<file path="src/sv/tlbp_pkg.sv">
`default_nettype none
// ----------------------------------------------------------------------------
// tlbp_pkg: shared types and constants for the TLB probe/translate block
// Entry layout, field widths and item codes used by the store and top level.
// ----------------------------------------------------------------------------
package tlbp_pkg;

	localparam int ENTRIES = 32;
	localparam int IDX_W   = (ENTRIES > 1) ? $clog2(ENTRIES) : 1;

	// Field widths of the stored words (only the bits the translation uses)
	localparam int VPN2_W = 19;
	localparam int ASID_W = 8;
	localparam int MASK_W = 25;
	localparam int PFN_W  = 20;
	localparam int OFS_W  = MASK_W;

	// Item codes
	localparam logic OP_PROBE = 1'b0;
	localparam logic OP_WRITE = 1'b1;

	// Result for an address that does not translate
	localparam logic [31:0] PADDR_NONE = 32'hFFFF_FFFF;

	// One page pair of the smallest size (0x2000) at the width of the mask sum
	localparam logic [MASK_W:0] PAGE_STEP = (MASK_W + 1)'(32'h2000);

	// One EntryLo word reduced to the PFN bits that land in 32 bits and valid
	typedef struct packed {
		logic [PFN_W-1:0] pfn;
		logic             valid;
	} tlbp_lo_t;

	typedef struct packed {
		logic [VPN2_W-1:0] vpn2;
		logic [ASID_W-1:0] asid;
		logic [MASK_W-1:0] mask;
		tlbp_lo_t          lo_even;
		tlbp_lo_t          lo_odd;
		logic              global_bit;
	} tlbp_entry_t;

endpackage
`default_nettype wire

</file>
<file path="src/sv/tlbp_entry_store.sv">
`default_nettype none
// ----------------------------------------------------------------------------
// tlbp_entry_store: TLB entry register file
// One write port, one read port; an entry never written reads as all zeros.
// ----------------------------------------------------------------------------
module tlbp_entry_store (
	input  wire logic                        clk,
	input  wire logic                        arst_n,
	input  wire logic                        wr_en,
	input  wire logic [tlbp_pkg::IDX_W-1:0]  wr_idx,
	input  wire tlbp_pkg::tlbp_entry_t       wr_entry,
	input  wire logic [tlbp_pkg::IDX_W-1:0]  rd_idx,
	output tlbp_pkg::tlbp_entry_t            rd_entry
);

	tlbp_pkg::tlbp_entry_t                entry_q [tlbp_pkg::ENTRIES];
	logic [tlbp_pkg::ENTRIES-1:0]         entry_vld_q;

	// Valid bits stand in for clearing the payload at reset
	always_ff @(posedge clk or negedge arst_n) begin
		if (!arst_n) begin
			entry_vld_q <= '0;
		end else if (wr_en) begin
			entry_vld_q[wr_idx] <= 1'b1;
		end
	end

	always_ff @(posedge clk) begin
		if (wr_en) begin
			entry_q[wr_idx] <= wr_entry;
		end
	end

	always_comb begin
		if (entry_vld_q[rd_idx]) begin
			rd_entry = entry_q[rd_idx];
		end else begin
			rd_entry = '0;
		end
	end

endmodule
`default_nettype wire

</file>
<file path="src/sv/tlb_probe_translate_top.sv">
`default_nettype none
// ----------------------------------------------------------------------------
// tlb_probe_translate_top: 32-entry MIPS-style TLB with probe and translate
//
// Input channel (in_valid / in_stall) carries one transaction per item: op
// selects a probe of virt_addr or a write of one entry (entry_* fields).
// A write is stored at the accepting edge and returns nothing; writes to an
// index beyond the store are dropped. A probe returns one transaction on
// the output channel (out_valid / out_stall): matched, translated and
// phys_addr (all ones when the address does not translate).
// A probe walks the entries one per cycle through a single VPN2/ASID
// comparator and stops at the first hit, then picks the page (ST_SEL),
// masks the offset (ST_OFS), adds the frame base (ST_ADDR) and loads the
// output register from ST_FIN. in_stall is high until the sequencer is
// back in ST_IDLE, so one probe is in flight at a time; a write does not
// leave ST_IDLE, so the next item is not held back by it.
// The output register holds its transaction while out_stall is high; the
// next item is accepted meanwhile, and its probe waits at the end of its
// walk until the register frees up. Reset makes every entry read as zero
// and clears current_asid and out_valid. The user writes current_asid with
// current_asid_we only while the block is idle; the block does not enforce it.
// ----------------------------------------------------------------------------
module tlb_probe_translate_top (
	input  wire logic        clk,
	input  wire logic        arst_n,
	// configuration
	input  wire logic        current_asid_we,
	input  wire logic [7:0]  current_asid,
	// input channel
	input  wire logic        in_valid,
	output logic             in_stall,
	input  wire logic        op,
	input  wire logic [4:0]  entry_index,
	input  wire logic [31:0] entry_hi,
	input  wire logic [24:0] entry_page_mask,
	input  wire logic [31:0] entry_lo_even,
	input  wire logic [31:0] entry_lo_odd,
	input  wire logic        entry_global,
	input  wire logic [31:0] virt_addr,
	// output channel
	output logic             out_valid,
	input  wire logic        out_stall,
	output logic             matched,
	output logic             translated,
	output logic [31:0]      phys_addr
);

	typedef enum logic [5:0] {
		ST_IDLE = 6'b000001,
		ST_SCAN = 6'b000010,
		ST_SEL  = 6'b000100,
		ST_OFS  = 6'b001000,
		ST_ADDR = 6'b010000,
		ST_FIN  = 6'b100000
	} tlbp_state_t;

	tlbp_state_t                         state_q;
	logic [tlbp_pkg::ASID_W-1:0]         asid_q;
	logic [tlbp_pkg::IDX_W-1:0]          scan_idx_q;
	logic [31:0]                         vaddr_q;
	tlbp_pkg::tlbp_entry_t               hit_q;
	logic [tlbp_pkg::MASK_W-1:0]         sel_q;
	tlbp_pkg::tlbp_lo_t                  page_q;
	logic [tlbp_pkg::OFS_W-1:0]          ofs_q;
	logic                                res_matched_q;
	logic                                res_translated_q;
	logic [31:0]                         res_paddr_q;
	logic                                out_valid_q;
	logic                                out_matched_q;
	logic                                out_translated_q;
	logic [31:0]                         out_paddr_q;

	logic                                in_accept;
	logic                                wr_en;
	tlbp_pkg::tlbp_entry_t               wr_entry;
	tlbp_pkg::tlbp_entry_t               rd_entry;
	logic                                hit;
	logic                                scan_last;
	logic [tlbp_pkg::MASK_W:0]           mask_sum;
	logic [tlbp_pkg::MASK_W-1:0]         sel;
	logic                                out_free;
	logic [31:0]                         paddr_sum;

	assign in_stall  = (state_q != ST_IDLE);
	assign in_accept = in_valid && !in_stall;

	// Write path: keep only the bits a translation can see
	assign wr_en = in_accept && (op == tlbp_pkg::OP_WRITE) &&
	               (32'(entry_index) < tlbp_pkg::ENTRIES);

	always_comb begin
		wr_entry.vpn2          = entry_hi[31:13];
		wr_entry.asid          = entry_hi[7:0];
		wr_entry.mask          = entry_page_mask;
		wr_entry.lo_even.pfn   = entry_lo_even[25:6];
		wr_entry.lo_even.valid = entry_lo_even[1];
		wr_entry.lo_odd.pfn    = entry_lo_odd[25:6];
		wr_entry.lo_odd.valid  = entry_lo_odd[1];
		wr_entry.global_bit    = entry_global;
	end

	tlbp_entry_store u_store (
		.clk      (clk),
		.arst_n   (arst_n),
		.wr_en    (wr_en),
		.wr_idx   (tlbp_pkg::IDX_W'(entry_index)),
		.wr_entry (wr_entry),
		.rd_idx   (scan_idx_q),
		.rd_entry (rd_entry)
	);

	// Shared comparator: one entry per scan cycle
	assign hit = (rd_entry.vpn2 == vaddr_q[31:13]) &&
	             (rd_entry.global_bit || (rd_entry.asid == asid_q));
	assign scan_last = (scan_idx_q == tlbp_pkg::IDX_W'(tlbp_pkg::ENTRIES - 1));

	// Page-select bit: (mask + 0x2000) >> 1
	assign mask_sum = {1'b0, hit_q.mask} + tlbp_pkg::PAGE_STEP;
	assign sel      = mask_sum[tlbp_pkg::MASK_W:1];

	assign paddr_sum = {page_q.pfn, 12'h000} + 32'(ofs_q);

	assign out_free = !out_valid_q || !out_stall;

	always_ff @(posedge clk or negedge arst_n) begin
		if (!arst_n) begin
			asid_q <= '0;
		end else if (current_asid_we) begin
			asid_q <= current_asid;
		end
	end

	// Sequencer
	always_ff @(posedge clk or negedge arst_n) begin
		if (!arst_n) begin
			state_q    <= ST_IDLE;
			scan_idx_q <= '0;
		end else begin
			case (state_q)
				ST_IDLE: begin
					scan_idx_q <= '0;
					if (in_accept && (op == tlbp_pkg::OP_PROBE)) begin
						state_q <= ST_SCAN;
					end
				end
				ST_SCAN: begin
					if (hit) begin
						state_q <= ST_SEL;
					end else if (scan_last) begin
						state_q <= ST_FIN;
					end else begin
						scan_idx_q <= scan_idx_q + tlbp_pkg::IDX_W'(1);
					end
				end
				ST_SEL:  state_q <= ST_OFS;
				ST_OFS:  state_q <= ST_ADDR;
				ST_ADDR: state_q <= ST_FIN;
				ST_FIN: begin
					if (out_free) begin
						state_q <= ST_IDLE;
					end
				end
				default: state_q <= ST_IDLE;
			endcase
		end
	end

	// Datapath registers
	always_ff @(posedge clk) begin
		if (in_accept) begin
			vaddr_q <= virt_addr;
		end
		if (state_q == ST_SCAN) begin
			hit_q <= rd_entry;
			if (!hit && scan_last) begin
				res_matched_q    <= 1'b0;
				res_translated_q <= 1'b0;
				res_paddr_q      <= tlbp_pkg::PADDR_NONE;
			end
		end
		if (state_q == ST_SEL) begin
			sel_q <= sel;
			// Address bit under sel picks the odd page
			if ((vaddr_q[tlbp_pkg::MASK_W-1:0] & sel) == '0) begin
				page_q <= hit_q.lo_even;
			end else begin
				page_q <= hit_q.lo_odd;
			end
		end
		if (state_q == ST_OFS) begin
			ofs_q <= vaddr_q[tlbp_pkg::OFS_W-1:0] & (sel_q - tlbp_pkg::MASK_W'(1));
		end
		if (state_q == ST_ADDR) begin
			res_matched_q    <= 1'b1;
			res_translated_q <= page_q.valid;
			res_paddr_q      <= page_q.valid ? paddr_sum : tlbp_pkg::PADDR_NONE;
		end
	end

	// Output register: hold while stalled, load when free
	always_ff @(posedge clk or negedge arst_n) begin
		if (!arst_n) begin
			out_valid_q <= 1'b0;
		end else if (state_q == ST_FIN && out_free) begin
			out_valid_q <= 1'b1;
		end else if (!out_stall) begin
			out_valid_q <= 1'b0;
		end
	end

	always_ff @(posedge clk) begin
		if (state_q == ST_FIN && out_free) begin
			out_matched_q    <= res_matched_q;
			out_translated_q <= res_translated_q;
			out_paddr_q      <= res_paddr_q;
		end
	end

	assign out_valid  = out_valid_q;
	assign matched    = out_matched_q;
	assign translated = out_translated_q;
	assign phys_addr  = out_paddr_q;

endmodule
`default_nettype wire
</file>
<file path="config.mk">
export PLATFORM = sky130hd
export DESIGN_NAME = tlb_probe_translate_top
export DESIGN_NICKNAME = d
export VERILOG_FILES = /design/src/sv/tlbp_pkg.sv /design/src/sv/tlbp_entry_store.sv /design/src/sv/tlb_probe_translate_top.sv
export SDC_FILE = /design/constraint.sdc
export NUM_CORES = 2
export LEC_CHECK = 0
export ABC_CLOCK_PERIOD_IN_PS = 8980
export BUFFER_PORTS_ARGS = -buffer_cell sky130_fd_sc_hd__buf_2
export CAP_MARGIN = 20
export CORE_ASPECT_RATIO = 0.5
export CORE_MARGIN = 4
export CORE_UTILIZATION = 30
export DETAILED_ROUTE_END_ITERATION = 10
export SLEW_MARGIN = 0
export SYNTH_ARGS = -nofsm -noshare
export SYNTH_HDL_FRONTEND = slang
export SYNTH_SLANG_ARGS = --single-unit
</file>
<file path="constraint.sdc">
create_clock -name clk -period 8.98 [get_ports clk]
set_input_delay 1.796 -clock clk [delete_from_list [all_inputs] [get_ports clk]]
set_output_delay 1.796 -clock clk [all_outputs]
set_load 0.01 [all_outputs]
</file>
; Yosys cells after proc, flatten, opt, wreduce, memory -nomap -nowiden
; Memories as Yosys holds them, arrays and structs flattened.
; Index checks and enable logic that the tools add are counted.
; Widths: inputs -> output; s select.
[word_totals]
ff_bits = 290
ramBits = 3040
input_bits = 173
n_memories = 1
[mem_list]
columns = memory, depth, width, read_ports, rd_clocked_by_memory_dff, write_ports, line
row1 = u_store.entry_q, 32, 95, 1, 0, 1, tlbp_entry_store.sv:16  ; tlbp_pkg::tlbp_entry_t entry_q [tlbp_pkg::ENTRIES];
[classes]
add_sub_neg = 4
n_lt_le_gt_ge = 3
n_eq_ne = 16
mux = 25
n_bitwise = 4
n_reduce_logical = 21
[ops]
columns = operator, count
row1 = $mux 32, 4
row2 = $mux 95, 1
row3 = $and 25x25->25, 2
row4 = $pmux 6 s6, 1
row5 = $add 32x25->32, 1
row6 = $or 32x32->32, 1
row7 = $add 25x14->26 const B, 1
row8 = $logic_not 25->1, 1
row9 = $sub 25x1->25 const B, 1
row10 = $mux 6, 4
row11 = $mux 21, 1
row12 = $eq 19x19->1, 1
row13 = $lt 5x6->1 const B, 2
row14 = $mux 5, 2
row15 = $pmux 5 s2, 1
row16 = $mux 1, 9
row17 = $eq 8x8->1, 1
row18 = $ne 2x2->1 const B, 4
row19 = $logic_and 1x1->1, 7
row20 = $eq 6x1->1 const B, 1
row21 = $eq 6x2->1 const B, 1
row22 = $eq 6x3->1 const B, 1
row23 = $eq 6x4->1 const B, 1
row24 = $eq 6x5->1 const B, 1
row25 = 15 further kinds, 23

; Longest topological paths before layout
[depth]
depth_word = 11
depth_mapped = 19

; By module
; Synthesis repeated with hierarchy kept, for this count alone.
[unflattened]
cells_unflattened = 6373
area_unflattened_um2 = 129032.5
[modules_own_cells]
columns = mod, n_inst, cells_each, area_each_um2
row1 = tlbp_entry_store, 1, 5679, 118184.6
row2 = tlb_probe_translate_top, 1, 694, 10847.9

; Worst setup path after synthesis
; OpenSTA, ideal clock, no wires.
[synth_path]
kind = input to register
from = input in_valid
to = register u_store.entry_vld_q[28] (netlist bit)
setup_ps = 89
arrival_ps = 7438
setup_slack_ps = 1453
cell_stages = 6
n_path_buf = 0
path_cell_list = nand2_1 > inv_1 > and3_1 > nand3_1 > nor2_1 > or2_2
[synth_via]
elab_chain_cells = 2
[synth_rtl]
columns = item, line
row1 = "start, declared", tlb_probe_translate_top.sv:30  ; input wire logic in_valid,
row2 = $logic_and 1x1->1, tlb_probe_translate_top.sv:85  ; assign in_accept = in_valid && !in_stall;
row3 = net in_accept, tlb_probe_translate_top.sv:73  ; logic in_accept;
row4 = $logic_and 1x1->1, tlb_probe_translate_top.sv:88  ; assign wr_en = in_accept && (op == tlbp_pkg::OP_WRITE) &&
row5 = "end signal, assigned", tlbp_entry_store.sv:22  ; entry_vld_q <= '0;
row6 = "end signal, assigned by index", tlbp_entry_store.sv:24  ; entry_vld_q[wr_idx] <= 1'b1;
row7 = "end, declared", tlbp_entry_store.sv:17  ; logic [tlbp_pkg::ENTRIES-1:0] entry_vld_q;
; The timed path passes the listed nets, and every way through them passes these cells.
; A chain may end at the register's enable or synchronous reset.

; Final worst setup path
[layout_path]
from = register scan_idx_q[0] (netlist bit)
to = register res_paddr_q[23], enable pin
[layout_via]
elab_chain_cells = 10
word_cells_on_any_way = 13
classes_between = eq/ne (3) / mux (3) / reduce/logical (6) / memory (1)
[layout_rtl]
columns = item, line
row1 = "start, declared", tlb_probe_translate_top.sv:59  ; logic [tlbp_pkg::IDX_W-1:0] scan_idx_q;
row2 = "start signal, assigned", tlb_probe_translate_top.sv:152  ; scan_idx_q <= scan_idx_q + tlbp_pkg::IDX_W'(1);
row3 = $bmux 1 s5, tlbp_entry_store.sv:35  ; if (entry_vld_q[rd_idx]) begin
row4 = $mux 1 (not written as such), tlbp_entry_store.sv:35
row5 = $mux 95, tlbp_entry_store.sv:35
row6 = $eq 8x8->1, tlb_probe_translate_top.sv:114  ; (rd_entry.global_bit || (rd_entry.asid == asid_q));
row7 = $logic_or 1x1->1, tlb_probe_translate_top.sv:114
row8 = $logic_and 1x1->1, tlb_probe_translate_top.sv:113  ; assign hit = (rd_entry.vpn2 == vaddr_q[31:13]) &&
row9 = $logic_not 1->1, tlb_probe_translate_top.sv:175  ; if (!hit && scan_last) begin
row10 = $logic_and 1x1->1 (*), tlb_probe_translate_top.sv:175
row11 = $reduce_bool 2->1 (no source line) (*), n/a
row12 = $reduce_and 2->1 (no source line) (*), n/a
row13 = "end signal, assigned", tlb_probe_translate_top.sv:178  ; res_paddr_q <= tlbp_pkg::PADDR_NONE;
row14 = "end signal, assigned", tlb_probe_translate_top.sv:196  ; res_paddr_q <= page_q.valid ? paddr_sum : tlbp_pkg::PADDR_NONE;
row15 = "end, declared", tlb_probe_translate_top.sv:67  ; logic [31:0] res_paddr_q;
; Every way passes the cells marked *; elsewhere a longest branch is shown, timed or not. The select of a mux whose other input is x is not followed.

==> results.md <==
- Switching part of the total: between 20% and 30%
- R2R Setup Slk: 2.50 ns
- Fin crit period: between 6 and 7 ns
- Crit path from: scan_idx_q[0]
- Congestion Overflow GR: 0
- Die area: about 430000 um^2
- Max_cap viols: 0
- DR DRC count: 0
- Fmax achieved: 0.154 GHz
- Final Wtd Congestion: 0.795
- Hold Path Origin: res_paddr_q[2]
- Post-CTS setup buffer count: 0
- RSZ-0062 raised after global routing: false
- Final wirelength: roughly 340 mm
- Die width: a little over 900 um
- Vias: around 61k
- Root buffer cell: clkbuf_16
- Post-synthesis async set-or-reset flop share: between 1.5 and 2%
- Clk sinks: between 3k and 4k
- Main synth FF type: edfxtp_1
- R2r worst-path depth: 12
- Sequential area share after synthesis: roughly four fifths
- Hold_buf cts: 0
- Critical Path Fanout Max: between 40 and 50
- VDD IR max: about 0.00015 V
- Yosys cell types: 76
- Initial antenna violation count: 61
- Number of CTS-inserted buffers: 332
- Multi-input logic area: 26200 um^2
- Relative slew slack: ~17%
- Required @ worst endpoint: about 9.3 ns
- Fill cell count: 38.2k
- HPWL after detailed placement: 170 mm
- Ports: 209
- Top post-synthesis cells by area: edfxtp_1, mux4_2, dfrtp_1, mux2i_1, nand2_1
- Synth-to-layout area growth: 14.7%
- Largest net degree at the start of global routing: between 100 and 150
- Clk pwr share: 42.0%
- Core ar.: about 420000 um^2
- Detailed-route vias per instance: 5.15
- Ratio of cells with drive above 1 in the final layout: around 28%
- Final net count: between 6k and 7k
- GR Layer Usage met2: between 20% and 30%
- Vias in the first global route: 60.9k
- Post-route ant nets: 0
- Worst min path class: reg -> reg
- Most used routing layer: met2
- Clock skew: between 0.04 and 0.05 ns
- WL/cell: 28.6 um
- Crit Path Category: reg -> reg
- PD cells: around 220 nW/um^2
- Total Neg Setup Slack: 0 ns
- H-tree lvl count: 5
- TritonRoute pass-1 iters: 6
- Met3 Use GR: approximately 2.1%
- Skew-Pair Late Insertion Delay: about 0.87 ns
- Placed Cells: 11.2k
- Syn avg cell area: 22.8 um^2
- DR iter-0 viols: 7317
- Gates resized, CTS repair: 0
- Final setup violation count: 0
- Synth Cell Area: around 130000 um^2
- Cell row count: between 150 and 200
- Clock buffer depth: 4
- Crit start category: flop
- Pin slew with the least headroom to its limit: ~1.3 ns
- GR Util met1: between 20% and 30%
- CTS tree: built
- Wire length of the first global-routing pass: about 470 mm
- Final hold violations: 0
- Top cell type's share of synthesized area: between 70% and 80%
- Leak: between 40 and 50 nW
- Synth Net Count: 5722
- Slew Viols, Final: 0
- Internal power: about 25 mW
- CTS clk-pin slew, worst paths: 0.06 ns
- Yosys reg bits: 3297
- Fin crit share: between 70% and 80%
- Worst R2R End: res_paddr_q[23]
- FF+latch area: around 99000 um^2
- Psw: 6.40 mW
- Tot GR Track Use: 15.1%
- Crit path to: res_paddr_q[23]
- R2r startpoint: scan_idx_q[0]
- Reg power frac: between 50% and 60%
- Outcome: completed
- Synth Instances: between 5k and 6k
- Crit end category: flop
- WP data arrival: roughly 6.8 ns
- EDFF count, synth: 3244
- Biggest area consumer among synthesized cells: edfxtp_1
- Logic pwr share: about 3.5%
- Yosys warns: 0
- Final Non-Filler Cells: approximately 12k
- Initial Util: a little under a third
- Die H: 466 um
- PortBufs: 180
stage by stage:
step	util [%]	instance area [um^2]	setup slack [ns]	hold WS (ns)	power [mW]
3_3_place_gp	32.3	134000	2.42	0.404	18.5
5_1_grt	34.7	145000	2.17	0.426	32.3
2_1_floorplan	-	126000	1.45	0.400	18.0
3_5_place_dp	32.3	134000	2.42	0.405	18.5
6_report	34.7	145000	2.50	0.413	31.3
4_1_cts	34.7	144000	2.40	0.415	31.6
cell usage in the layout, fill, tap and decap left out, types with 12 or more instances in the layout:
cell,n
nand2b_1,25
a22o_1,15
nor2_1,61
clkinv_2,52
mux4_2,822
clkbuf_1,64
ha_1,17
and3_1,16
mux2_2,37
or4_1,12
buf_12,28
nand4_1,12
o21ai_0,49
buf_2,180
edfxtp_1,3244
o221ai_1,30
bufinv_16,21
inv_1,22
mux2i_1,119
clkinv_1,80
buf_4,107
xor2_1,18
clkbuf_16,336
nand3_1,28
diode_2,22
nor3_1,20
nand2_1,191
dfrtp_1,46
o22ai_1,41
a22oi_1,31
a21oi_1,92
xnor2_1,19
or2_2,36
nor4_1,16
and2_1,26
nor2_4,32
metal layers:
layer / vias to the layer above / share of wire (%)
met5: - / 0.012
met4: 6 / 3.4
met3: 592 / 6.5
met2: 2525 / 50
met1: 33139 / 40
li1: 24257 / -
power by group through the flow:
| stage | sequential, mW | combinational [mW] | clock [mW] |
|---|---|---|---|
| global placement | 17.4 | 1.10 | 0 |
| floorplan | 17.4 | 0.669 | 0 |
| finish | 17.1 | 1.11 | 13.2 |
| detailed placement | 17.4 | 1.12 | 0 |
| CTS | 17.1 | 1.12 | 13.4 |
| global route | 17.1 | 1.19 | 14.0 |
worst min path at each step:
stage	end	slack (ns)	cells past startpoint
after floorplan	phys_addr[0]	0.40	0
after global placement	phys_addr[0]	0.40	0
after detailed placement	phys_addr[2]	0.40	0
after CTS	phys_addr[2]	0.41	0
after global routing	phys_addr[8]	0.43	0
final	phys_addr[2]	0.41	0
logic make-up after synthesis:
| logic type | share of synthesized area, % |
|---|---|
| xor gates and xnor gates | 0.257 |
| adders and majority gates | 0.185 |
| DFF | 78.3 |
| and+or+nand+nor | 2.15 |
| AOI/OAI and AO/OA | 1.92 |
| muxes | 16.0 |
| buffers and inverters | 1.11 |
worst max-delay path, stage by stage, from the launching register on:
cell and delay [ns]:
dfrtp_4 0.92, buf_4 0.74, buf_4 0.57, mux4_2 0.57
mux2i_1 0.18, o22ai_1 0.12, a21oi_1 0.32, o31ai_1 0.11
o41a_1 0.52, or4_1 0.71, buf_4 0.26, nand3_1 0.18
nand2_2 0.59
sequential cells by signal (all words and copies together), names as in the netlist, 5 cells and up:
signal,flops
u_store.entry_q,3008
hit_q,66
phys_addr,32
res_paddr_q,32
u_store.entry_vld_q,32
vaddr_q,32
ofs_q,25
sel_q,25
page_q,21
asid_q,8
state_q,6
scan_idx_q,5
cell type report:
class | count | area share, %
Clock buffer | 407 | 6.05
Timing Repair Buffer | 316 | 1.59
Sequential cell | 3297 | 68.3
Inverter | 26 | 0.0779
Multi-Input combinational cell | 1935 | 18.1
Clock inverter | 171 | 0.964
Tap cell | 5577 | 4.83
Antenna cell | 22 | 0.0381
Yosys cell counts, drive strengths merged, types with 5 or more instances:
master and instances:
or4 12, nand3 28, nand2 192, mux2i 119
nand3b 8, a22o 15, clkbuf 144, edfxtp 3244
inv 25, nor2b 11, o21ai 49, a21boi 10
a211o 8, xor2 18, or2 36, o211ai 8
a31oi 9, nor3 20, nor3b 11, mux2 37
nor4 16, ha 17, o221ai 30, buf 129
o22ai 41, a22oi 31, nor2 93, a211oi 5
a221oi 14, mux4 826, xnor2 19, and3 16
a21oi 93, nand2b 26, and3b 6, nand4 12
and2 30, or3 11, dfrtp 51
No activity file was read; power rests on OpenSTA's default activity.
